### config.mk
export PLATFORM = sky130hd
export DESIGN_NAME = x86_16bit_alu_flag_unit
export DESIGN_NICKNAME = d
export VERILOG_FILES = /design/src/hw/rtl/aluf_pkg.sv /design/src/hw/rtl/x86_16bit_alu_flag_unit.sv /design/src/hw/rtl/aluf_flags.sv
export VERILOG_INCLUDE_DIRS = /design/src /design/src/hw/rtl
export SDC_FILE = /design/constraint.sdc
export NUM_CORES = 1
export LEC_CHECK = 0
export BUFFER_PORTS_ARGS = -buffer_cell sky130_fd_sc_hd__buf_2
export CORE_MARGIN = 3
export CORE_UTILIZATION = 40
export DETAILED_ROUTE_END_ITERATION = 8
export GPL_ROUTABILITY_DRIVEN = 1
export PLACE_DENSITY_LB_ADDON = 0.08
export SYNTH_ARGS = -nofsm -noshare
export SYNTH_HDL_FRONTEND = slang
export SYNTH_SLANG_ARGS = --single-unit
### constraint.sdc
create_clock -name clk_i -period 12.3 [get_ports clk_i]
set_clock_uncertainty 0.05 [all_clocks]
set_input_delay 1.23 -clock clk_i [delete_from_list [all_inputs] [get_ports clk_i]]
set_output_delay 1.23 -clock clk_i [all_outputs]
set_load 0.02 [all_outputs]
### src/hw/rtl/assert_macros.svh
// Assertion macros used by the RTL that checks itself.
`ifndef ASSERT_MACROS_SVH
`define ASSERT_MACROS_SVH

// Clocked property with asynchronous active-low reset disable.
`define ASSERT_CLKD(lbl, clk, rst_n, prop, msg) \
  lbl: assert property (@(posedge clk) disable iff (!rst_n) prop) else $error(msg);

// Implication form: antecedent |-> consequent under the same clock and reset.
`define ASSERT_IMPL(lbl, clk, rst_n, ante, cons, msg) \
  `ASSERT_CLKD(lbl, clk, rst_n, (ante) |-> (cons), msg)

`endif

### src/hw/rtl/aluf_pkg.sv
// Package: operation codes, width constants and flag bundle for the ALU flag unit.
package aluf_pkg;

  localparam int unsigned DataW = 16;

  // Operation codes; bit 0 selects byte width
  typedef enum logic [3:0] {
    OP_ADDW  = 4'd0,
    OP_ADDB  = 4'd1,
    OP_ADCW  = 4'd2,
    OP_ADCB  = 4'd3,
    OP_INCW  = 4'd4,
    OP_INCB  = 4'd5,
    OP_SUBW  = 4'd6,
    OP_SUBB  = 4'd7,
    OP_SBBW  = 4'd8,
    OP_SBBB  = 4'd9,
    OP_DECW  = 4'd10,
    OP_DECB  = 4'd11,
    OP_TESTW = 4'd12,
    OP_TESTB = 4'd13
  } aluf_op_e;

  localparam logic [DataW-1:0] MaskWord = 16'hFFFF;
  localparam logic [DataW-1:0] MaskByte = 16'h00FF;
  localparam logic [DataW-1:0] MsbWord  = 16'h8000;
  localparam logic [DataW-1:0] MsbByte  = 16'h0080;

  // Flag bundle handed from the compute stage to the result register
  typedef struct packed {
    logic sign;
    logic zero;
    logic overflow;
    logic carry;
    logic invalid;
  } aluf_flags_t;

endpackage

### src/hw/rtl/x86_16bit_alu_flag_unit.sv
// Top level: 8086-style condition flag unit with input and result registers.
//
// Usage:
//   Command channel: an operation beat (req_type_i, operand_a_i, operand_b_i,
//   carry_in_i) is taken at each rising edge where start_i is high and busy_o
//   is low. busy_o is always low, so a new beat may be issued every cycle.
//   Result channel: done_o is high for exactly one cycle and the flag outputs
//   (sign, zero, overflow, carry, invalid_op) are valid in that cycle only.
//   A taken beat passes the operand register and then the flag register, so
//   it is registered twice before done_o rises for it. Throughput: one beat
//   per cycle, through the 17-bit add/subtract path between the two
//   registers.
//   Reset: rst_ni low clears the valid pipeline; no result is shown until a
//   new beat is issued. Results are never held back: the receiver cannot
//   stall and must take each beat in the cycle done_o is high.
//   Unknown operation codes set invalid_op_o with all other flags low.
//
`include "assert_macros.svh"

module x86_16bit_alu_flag_unit (
  input  logic        clk_i,
  input  logic        rst_ni,
  input  logic        start_i,
  output logic        busy_o,
  input  logic [3:0]  req_type_i,
  input  logic [15:0] operand_a_i,
  input  logic [15:0] operand_b_i,
  input  logic        carry_in_i,
  output logic        done_o,
  output logic        sign_flag_o,
  output logic        zero_flag_o,
  output logic        overflow_flag_o,
  output logic        carry_flag_o,
  output logic        invalid_op_o
);

  logic                         in_vld_q;
  logic [3:0]                   op_q;
  logic [aluf_pkg::DataW-1:0]   a_q;
  logic [aluf_pkg::DataW-1:0]   b_q;
  logic                         ci_q;
  aluf_pkg::aluf_flags_t        flags_d;
  aluf_pkg::aluf_flags_t        flags_q;
  logic                         done_q;

  // Never stalls
  assign busy_o = 1'b0;

  // Input valid and result strobe
  always_ff @(posedge clk_i or negedge rst_ni) begin
    if (!rst_ni) begin
      in_vld_q <= 1'b0;
      done_q   <= 1'b0;
    end else begin
      in_vld_q <= start_i;
      done_q   <= in_vld_q;
    end
  end

  // Operand register
  always_ff @(posedge clk_i) begin
    if (start_i) begin
      op_q <= req_type_i;
      a_q  <= operand_a_i;
      b_q  <= operand_b_i;
      ci_q <= carry_in_i;
    end
  end

  aluf_flags u_flags (
    .op_i    (op_q),
    .a_i     (a_q),
    .b_i     (b_q),
    .ci_i    (ci_q),
    .flags_o (flags_d)
  );

  // Result register
  always_ff @(posedge clk_i) begin
    if (in_vld_q) begin
      flags_q <= flags_d;
    end
  end

  assign done_o          = done_q;
  assign sign_flag_o     = flags_q.sign;
  assign zero_flag_o     = flags_q.zero;
  assign overflow_flag_o = flags_q.overflow;
  assign carry_flag_o    = flags_q.carry;
  assign invalid_op_o    = flags_q.invalid;

  // Checks
  `ASSERT_CLKD(a_start_done, clk_i, rst_ni, start_i |-> ##2 done_o, "accepted beat lost")
  `ASSERT_CLKD(a_no_ghost, clk_i, rst_ni, !in_vld_q |=> !done_o, "result without a beat")
  `ASSERT_IMPL(a_invalid_clean, clk_i, rst_ni, done_o && invalid_op_o,
               !sign_flag_o && !zero_flag_o && !overflow_flag_o && !carry_flag_o,
               "flags set on invalid op")
  `ASSERT_IMPL(a_zero_sign, clk_i, rst_ni, done_o && zero_flag_o, !sign_flag_o,
               "zero result with sign set")

endmodule

### src/hw/rtl/aluf_flags.sv
// Combinational flag computation for one registered ALU operation.
module aluf_flags (
  input  logic [3:0]                     op_i,
  input  logic [aluf_pkg::DataW-1:0]     a_i,
  input  logic [aluf_pkg::DataW-1:0]     b_i,
  input  logic                           ci_i,
  output aluf_pkg::aluf_flags_t          flags_o
);

  logic                        byte_op;
  logic [aluf_pkg::DataW-1:0]  mask;
  logic [aluf_pkg::DataW-1:0]  msb;
  logic [aluf_pkg::DataW-1:0]  a_m;
  logic [aluf_pkg::DataW-1:0]  b_m;
  logic [aluf_pkg::DataW:0]    sum;
  logic [aluf_pkg::DataW:0]    diff;
  logic                        use_ci;
  logic [aluf_pkg::DataW-1:0]  res;
  logic                        ovf;
  logic                        cy;
  logic                        bad;

  // Width selection from the low opcode bit
  assign byte_op = op_i[0];
  assign mask    = byte_op ? aluf_pkg::MaskByte : aluf_pkg::MaskWord;
  assign msb     = byte_op ? aluf_pkg::MsbByte  : aluf_pkg::MsbWord;
  assign a_m     = a_i & mask;
  assign b_m     = b_i & mask;

  // Carry is folded in only for adc and sbb
  assign use_ci = ci_i & ((op_i == aluf_pkg::OP_ADCW) || (op_i == aluf_pkg::OP_ADCB) ||
                          (op_i == aluf_pkg::OP_SBBW) || (op_i == aluf_pkg::OP_SBBB));

  // Shared adder and subtractor, one bit wider for carry/borrow out
  assign sum  = {1'b0, a_m} + {1'b0, b_m} + {{aluf_pkg::DataW{1'b0}}, use_ci};
  assign diff = {1'b0, a_m} - {1'b0, b_m} - {{aluf_pkg::DataW{1'b0}}, use_ci};

  // Per-operation result, overflow and carry
  always_comb begin
    res = '0;
    ovf = 1'b0;
    cy  = 1'b0;
    bad = 1'b0;
    case (op_i)
      aluf_pkg::OP_ADDW, aluf_pkg::OP_ADDB, aluf_pkg::OP_ADCW, aluf_pkg::OP_ADCB: begin
        res = sum[aluf_pkg::DataW-1:0] & mask;
        ovf = |(~(a_m ^ b_m) & (a_m ^ res) & msb);
        cy  = byte_op ? sum[8] : sum[aluf_pkg::DataW];
      end
      aluf_pkg::OP_INCW, aluf_pkg::OP_INCB: begin
        res = (a_m + 16'd1) & mask;
        ovf = (a_m == (msb - 16'd1));
        cy  = ci_i;
      end
      aluf_pkg::OP_SUBW, aluf_pkg::OP_SUBB, aluf_pkg::OP_SBBW, aluf_pkg::OP_SBBB: begin
        res = diff[aluf_pkg::DataW-1:0] & mask;
        ovf = |((a_m ^ b_m) & (a_m ^ res) & msb);
        // negative difference shows in the top bit for both widths
        cy  = diff[aluf_pkg::DataW];
      end
      aluf_pkg::OP_DECW, aluf_pkg::OP_DECB: begin
        res = (a_m - 16'd1) & mask;
        ovf = (a_m == msb);
        cy  = ci_i;
      end
      aluf_pkg::OP_TESTW, aluf_pkg::OP_TESTB: begin
        res = a_m;
      end
      default: begin
        bad = 1'b1;
      end
    endcase
  end

  // Flag packing; unknown codes report only the error flag
  always_comb begin
    flags_o.sign     = !bad && (|(res & msb));
    flags_o.zero     = !bad && (res == '0);
    flags_o.overflow = !bad && ovf;
    flags_o.carry    = !bad && cy;
    flags_o.invalid  = bad;
  end

endmodule
# Yosys cells after proc, flatten, opt, wreduce, memory -nomap -nowiden
# Index checks and enable logic that the tools add are counted.
[word_totals] reg_bits=44 out_inout_bits=7
[op_classes] addsub=7 eq_ne=15 n_mux=7 bitwise=16 reduce_logical=19
[op_table] operator="bitwise AND 16 bit" n=11
[op_table] operator="case mux 16 bit (5 select lines)" n=1
[op_table] operator="OR reduction 16 bit" n=3
[op_table] operator="XOR 16 bit" n=3
[op_table] operator="== test 16 bit" n=2
[op_table] operator="two-way mux 16 bit" n=2
[op_table] operator="subtractor 16 x 1 -> 16 bit, second input constant" n=2
[op_table] operator="== test 4 bit, second input constant" n=6
[op_table] operator="adder 16 x 16 -> 17 bit" n=1
[op_table] operator="adder 17 x 1 -> 17 bit" n=1
[op_table] operator="subtractor 16 x 16 -> 17 bit" n=1
[op_table] operator="subtractor 17 x 1 -> 17 bit" n=1
[op_table] operator="adder 16 x 1 -> 16 bit, second input constant" n=1
[op_table] operator="== test 4 x 3 -> 1 bit, second input constant" n=4
[op_table] operator="logical NOT 16 bit" n=1
[op_table] operator="inverter 16 bit" n=1
[op_table] operator="OR reduction 14 bit" n=1
[op_table] operator="OR reduction 4 bit" n=3
[op_table] operator="== test 4 x 2 -> 1 bit, second input constant" n=2
[op_table] operator="OR reduction 2 bit" n=3
[op_table] operator="== test 4 x 1 -> 1 bit, second input constant" n=1
[op_table] operator="logical AND 1 bit" n=4
[op_table] operator="logical NOT 4 bit" n=1
[op_table] operator="case mux 1 bit (4 select lines)" n=1
[op_table] operator="other kinds (4)" n=7

# Logic depth before layout (Yosys ltp)
[depth] word_depth=13 ltp_mapped=15

# Modules after synthesis
# A second synthesis with hierarchy kept.
[unflattened] hier_cells=537 hier_area_um2=4732.0
[by_module_without_submodules] mod="aluf_flags" instances=1 cells_per_inst=491 area_each_um2=3409.5
[by_module_without_submodules] mod="x86_16bit_alu_flag_unit" instances=1 cells_per_inst=46 area_each_um2=1322.5

# Least setup slack after synthesis
# No wires, ideal clock.
[synth_path] path_type="reg-to-reg" start="reg op_q[1]" end="reg flags_q (netlist bit zero_flag_o), data pin" arrival_time_ps=4274 path_slack_ps=7785 path_stages_with_launch=13 n_path_buf=1 period_less_slack_ps=4515 cell_sequence="edfxtp_1 clkbuf_1 nor3b_1 inv_1 fa_1 nor2b_1 nor2_1 o22ai_1 xor2_1 or4_1 a2111oi_2 nand4b_1 a2111oi_2"
[synth_rtl] element="from (decl)" line="x86_16bit_alu_flag_unit.sv:38" text="logic [3:0] op_q;"
[synth_rtl] element="from (signal assigned)" line="x86_16bit_alu_flag_unit.sv:63" text="op_q <= req_type_i;"
[synth_rtl] element="to (signal assigned)" line="x86_16bit_alu_flag_unit.sv:81" text="flags_q <= flags_d;"
[synth_rtl] element="to (decl)" line="x86_16bit_alu_flag_unit.sv:43" text="aluf_pkg::aluf_flags_t flags_q;"

==> metrics.yaml <==
pwr-share-comb_pct: 44.4
min_period_over_period_pct: 35.8
hp-start: "in_vld_q"
hold_path_depth: 0
io_buffers: 45
crit_family: "compound AO/OA/AOI/OAI gates"
cpPeakStageDelay_ns: 0.69
cp-start-kind: "register"
wl_per_cell_um: 17.4
seqPwrFrac_pct: 32.7
yosys_warnings: 0
vdd_drop_max_mv: 0.0530
firstDrtPassIters: 5
place_hpwl_um: 9880
required_ns: 12.36
synth_seq_area_share_pct: 28.7
power.share.switching_pct: 38.6
r2r_slack_ns: 7.90
r2r-start: "op_q[1]"
synth_cells: 519
coreArea_um2: 11000
worst_pin_slew_ns: 0.903
hold_buffers: 0
worstPathCellList: "xor2_1 -> nand3b_1 -> inv_1 -> fa_1 -> fa_1 -> nor2b_2 -> o311ai_0 -> a2111oi_0 -> o41ai_1 -> a2111oi_0 -> nor2b_1 -> nand4_1 -> a2111oi_2"
power.leakage_nw: 2.23
rsz0062_at_grt: "false"
die_area_um2: 12700
synth_top_area_cell: "edfxtp_1"
synth_cell_types: 63
cts_resized: 0
rows: 38
async_reset_ff_share_pct: 4.55
synth_edf_count: 42
setup_viol: 0
hold_viol_final: 0
timing.rr.end: "zero_flag_o"
wl_met3_um: 608
timing.fmax_mhz: 227
hold_end: "done_o"
cts-buffers-inserted: 5
arrival_ns: 4.46
route.detailed.drc: 0
p_per_area_nw_per_um2: 117
synthToLayoutAreaGrowth_pct: 11.4
grt_pass1_vias: 3867
critPathBufInv: 1
overflow: 0
synthesis.nets: 625
die_w_um: 113
finalSetupTns_ns: 0
ios: 47
crit_type: "register to register"
finalWirelength_um: 12300
wl_met1_um: 6250
maxCapViolCount: 0
clk_pin_slew_ns: 0.07
insertion_delay_ns: 0.30
grt_use_total_pct: 19.7
cts_setup_buffers: 0
via_per_inst: 5.70
fin_nets: 670
internal_power_w: 0.000364
dpl_worst_slack_ns: 8.02
setup_slack_ns: 7.90
routed.top_layer: "met4"
vias: 4016
drive_above_1_share_pct: 11.2
route.met2.wl_um: 5240
die_h_um: 113
cts_sinks: 44
switchingPower_w: 0.000229
gp_congestion: 0.944
antenna_left: 0
min_period_ns: 4.40
synthFlopType: "edfxtp_1"
final_cell_mix: "ha_1 (61), inv_1 (60), buf_2 (45)"
ys_ff_latch: 44
synth_area_um2: 4560
crit_path_end_kind: "register"
path_max_fanout: 10
antenna_found_initial: 0
hold_path.class: "register to register"
yosys.area.top_type_share_pct: 27.6
finalMaxSlewViolations: 0
diodes: 0
syn_area_per_cell_um2: 8.79
cts_tree: "done"
initial_core_util_pct: 41.6
cts.path.max_buffers: 2
relSlewSlack_pct: 39.8
grt_pass1_wl_um: 20200
grt_max_degree: 39
slowest_stage: "o311ai_0"
status: "completed"
clock-root-buffer: "clkbuf_16"
yosys-top-cells-area: "edfxtp_1 (28%), ha_1 (17%), inv_1 (4.9%)"
reg2reg_depth: 13
htree_levels: 2
power_frac_clock_pct: 22.9
final_common_cell: "ha_1"
drt_iter0_drc: 354
how the worst max path moves through the flow:
| stage | depth (start not counted) | to | startpoint | slack, ns |
|---|---|---|---|---|
| after floorplan | 12 | zero_flag_o | op_q[1] | 7.79 |
| after global placement | 13 | carry_flag_o | op_q[1] | 8.08 |
| after detailed placement | 13 | zero_flag_o | op_q[1] | 8.02 |
| after CTS | 13 | zero_flag_o | op_q[1] | 7.98 |
| after global routing | 13 | zero_flag_o | op_q[1] | 7.67 |
| final | 13 | zero_flag_o | op_q[1] | 7.90 |
final cells by class:
cell class	instances	area, um^2
Tap cell	140	175
Timing Repair Buffer	46	233
Clock inverter	2	12.5
Sequential cell	44	1310
Inverter	60	225
Fill cell	1063	5900
Multi-Input combinational cell	407	3000
Clock buffer	6	129
cells in the mapped netlist, types with 2 or more instances:
cell type and count:
o41ai_1 2, nor3_1 16, o22ai_1 2, o31ai_1 5
a21o_1 6, nor2_1 35, nand2_1 37, nor4_1 9
nand4_1 6, a211oi_1 6, or2_2 3, o21ai_0 29
nand2b_1 4, a211o_1 3, a311oi_1 2, or3_1 7
a2111oi_2 2, xor2_1 13, and3_1 3, o221ai_1 3
a2111oi_0 3, ha_1 61, edfxtp_1 42, inv_1 60
nor2b_1 19, a21oi_1 37, a22oi_1 2, fa_1 5
o21bai_1 2, clkbuf_1 7, o311ai_0 6, or4_1 3
nor3b_1 2, o2111ai_1 2, xnor2_1 13, nand3b_1 2
a31oi_1 5, o211ai_1 8, o21a_1 6, mux2i_1 7
dfrtp_1 2, nand3_1 11
flip-flops by register name, indices dropped and copies added, names as in the netlist:
signal           cells
a_q                 16
b_q                 16
carry_flag_o         1
ci_q                 1
done_o               1
in_vld_q             1
invalid_op_o         1
op_q                 4
overflow_flag_o      1
sign_flag_o          1
zero_flag_o          1
power by group through the flow:
stage / clock (W) / combinational [W] / sequential [W]
2_1_floorplan: 0 / 0.000196 / 0.000193
3_3_place_gp: 0 / 0.000258 / 0.000198
3_5_place_dp: 0 / 0.000260 / 0.000197
4_1_cts: 0.000140 / 0.000261 / 0.000194
5_1_grt: 0.000145 / 0.000296 / 0.000196
6_report: 0.000136 / 0.000263 / 0.000194
per-layer routing:
layer	global-route usage, %	up-vias
li1	-	2005
met1	30.1	1878
met2	29.1	115
met3	2.99	18
met4	4.81	0
met5	0	-
per-stage QoR:
| stage | cell area (um^2) | hold WS [ns] | std cells | utilization (%) | power [W] |
|---|---|---|---|---|---|
| final | 5080 | 0.531 | 705 | 46.3 | 0.000593 |
| after CTS | 5080 | 0.537 | 705 | 46.3 | 0.000595 |
| after global routing | 5080 | 0.563 | 705 | 46.3 | 0.000637 |
| after floorplan | 4560 | 0.421 | 519 | - | 0.000389 |
| after global placement | 4940 | 0.528 | 697 | 45.0 | 0.000456 |
| after detailed placement | 4940 | 0.532 | 697 | 45.0 | 0.000457 |
logic make-up after synthesis:
group	share of synthesized area [%]
compound gates	21.1
xor+xnor	5.48
fa+ha+maj	18.9
buf+inv	5.67
flops	28.7
mux	2.03
other cells	0.0822
simple gates	18.0
Note: power is estimated with default switching activity, not from simulation.
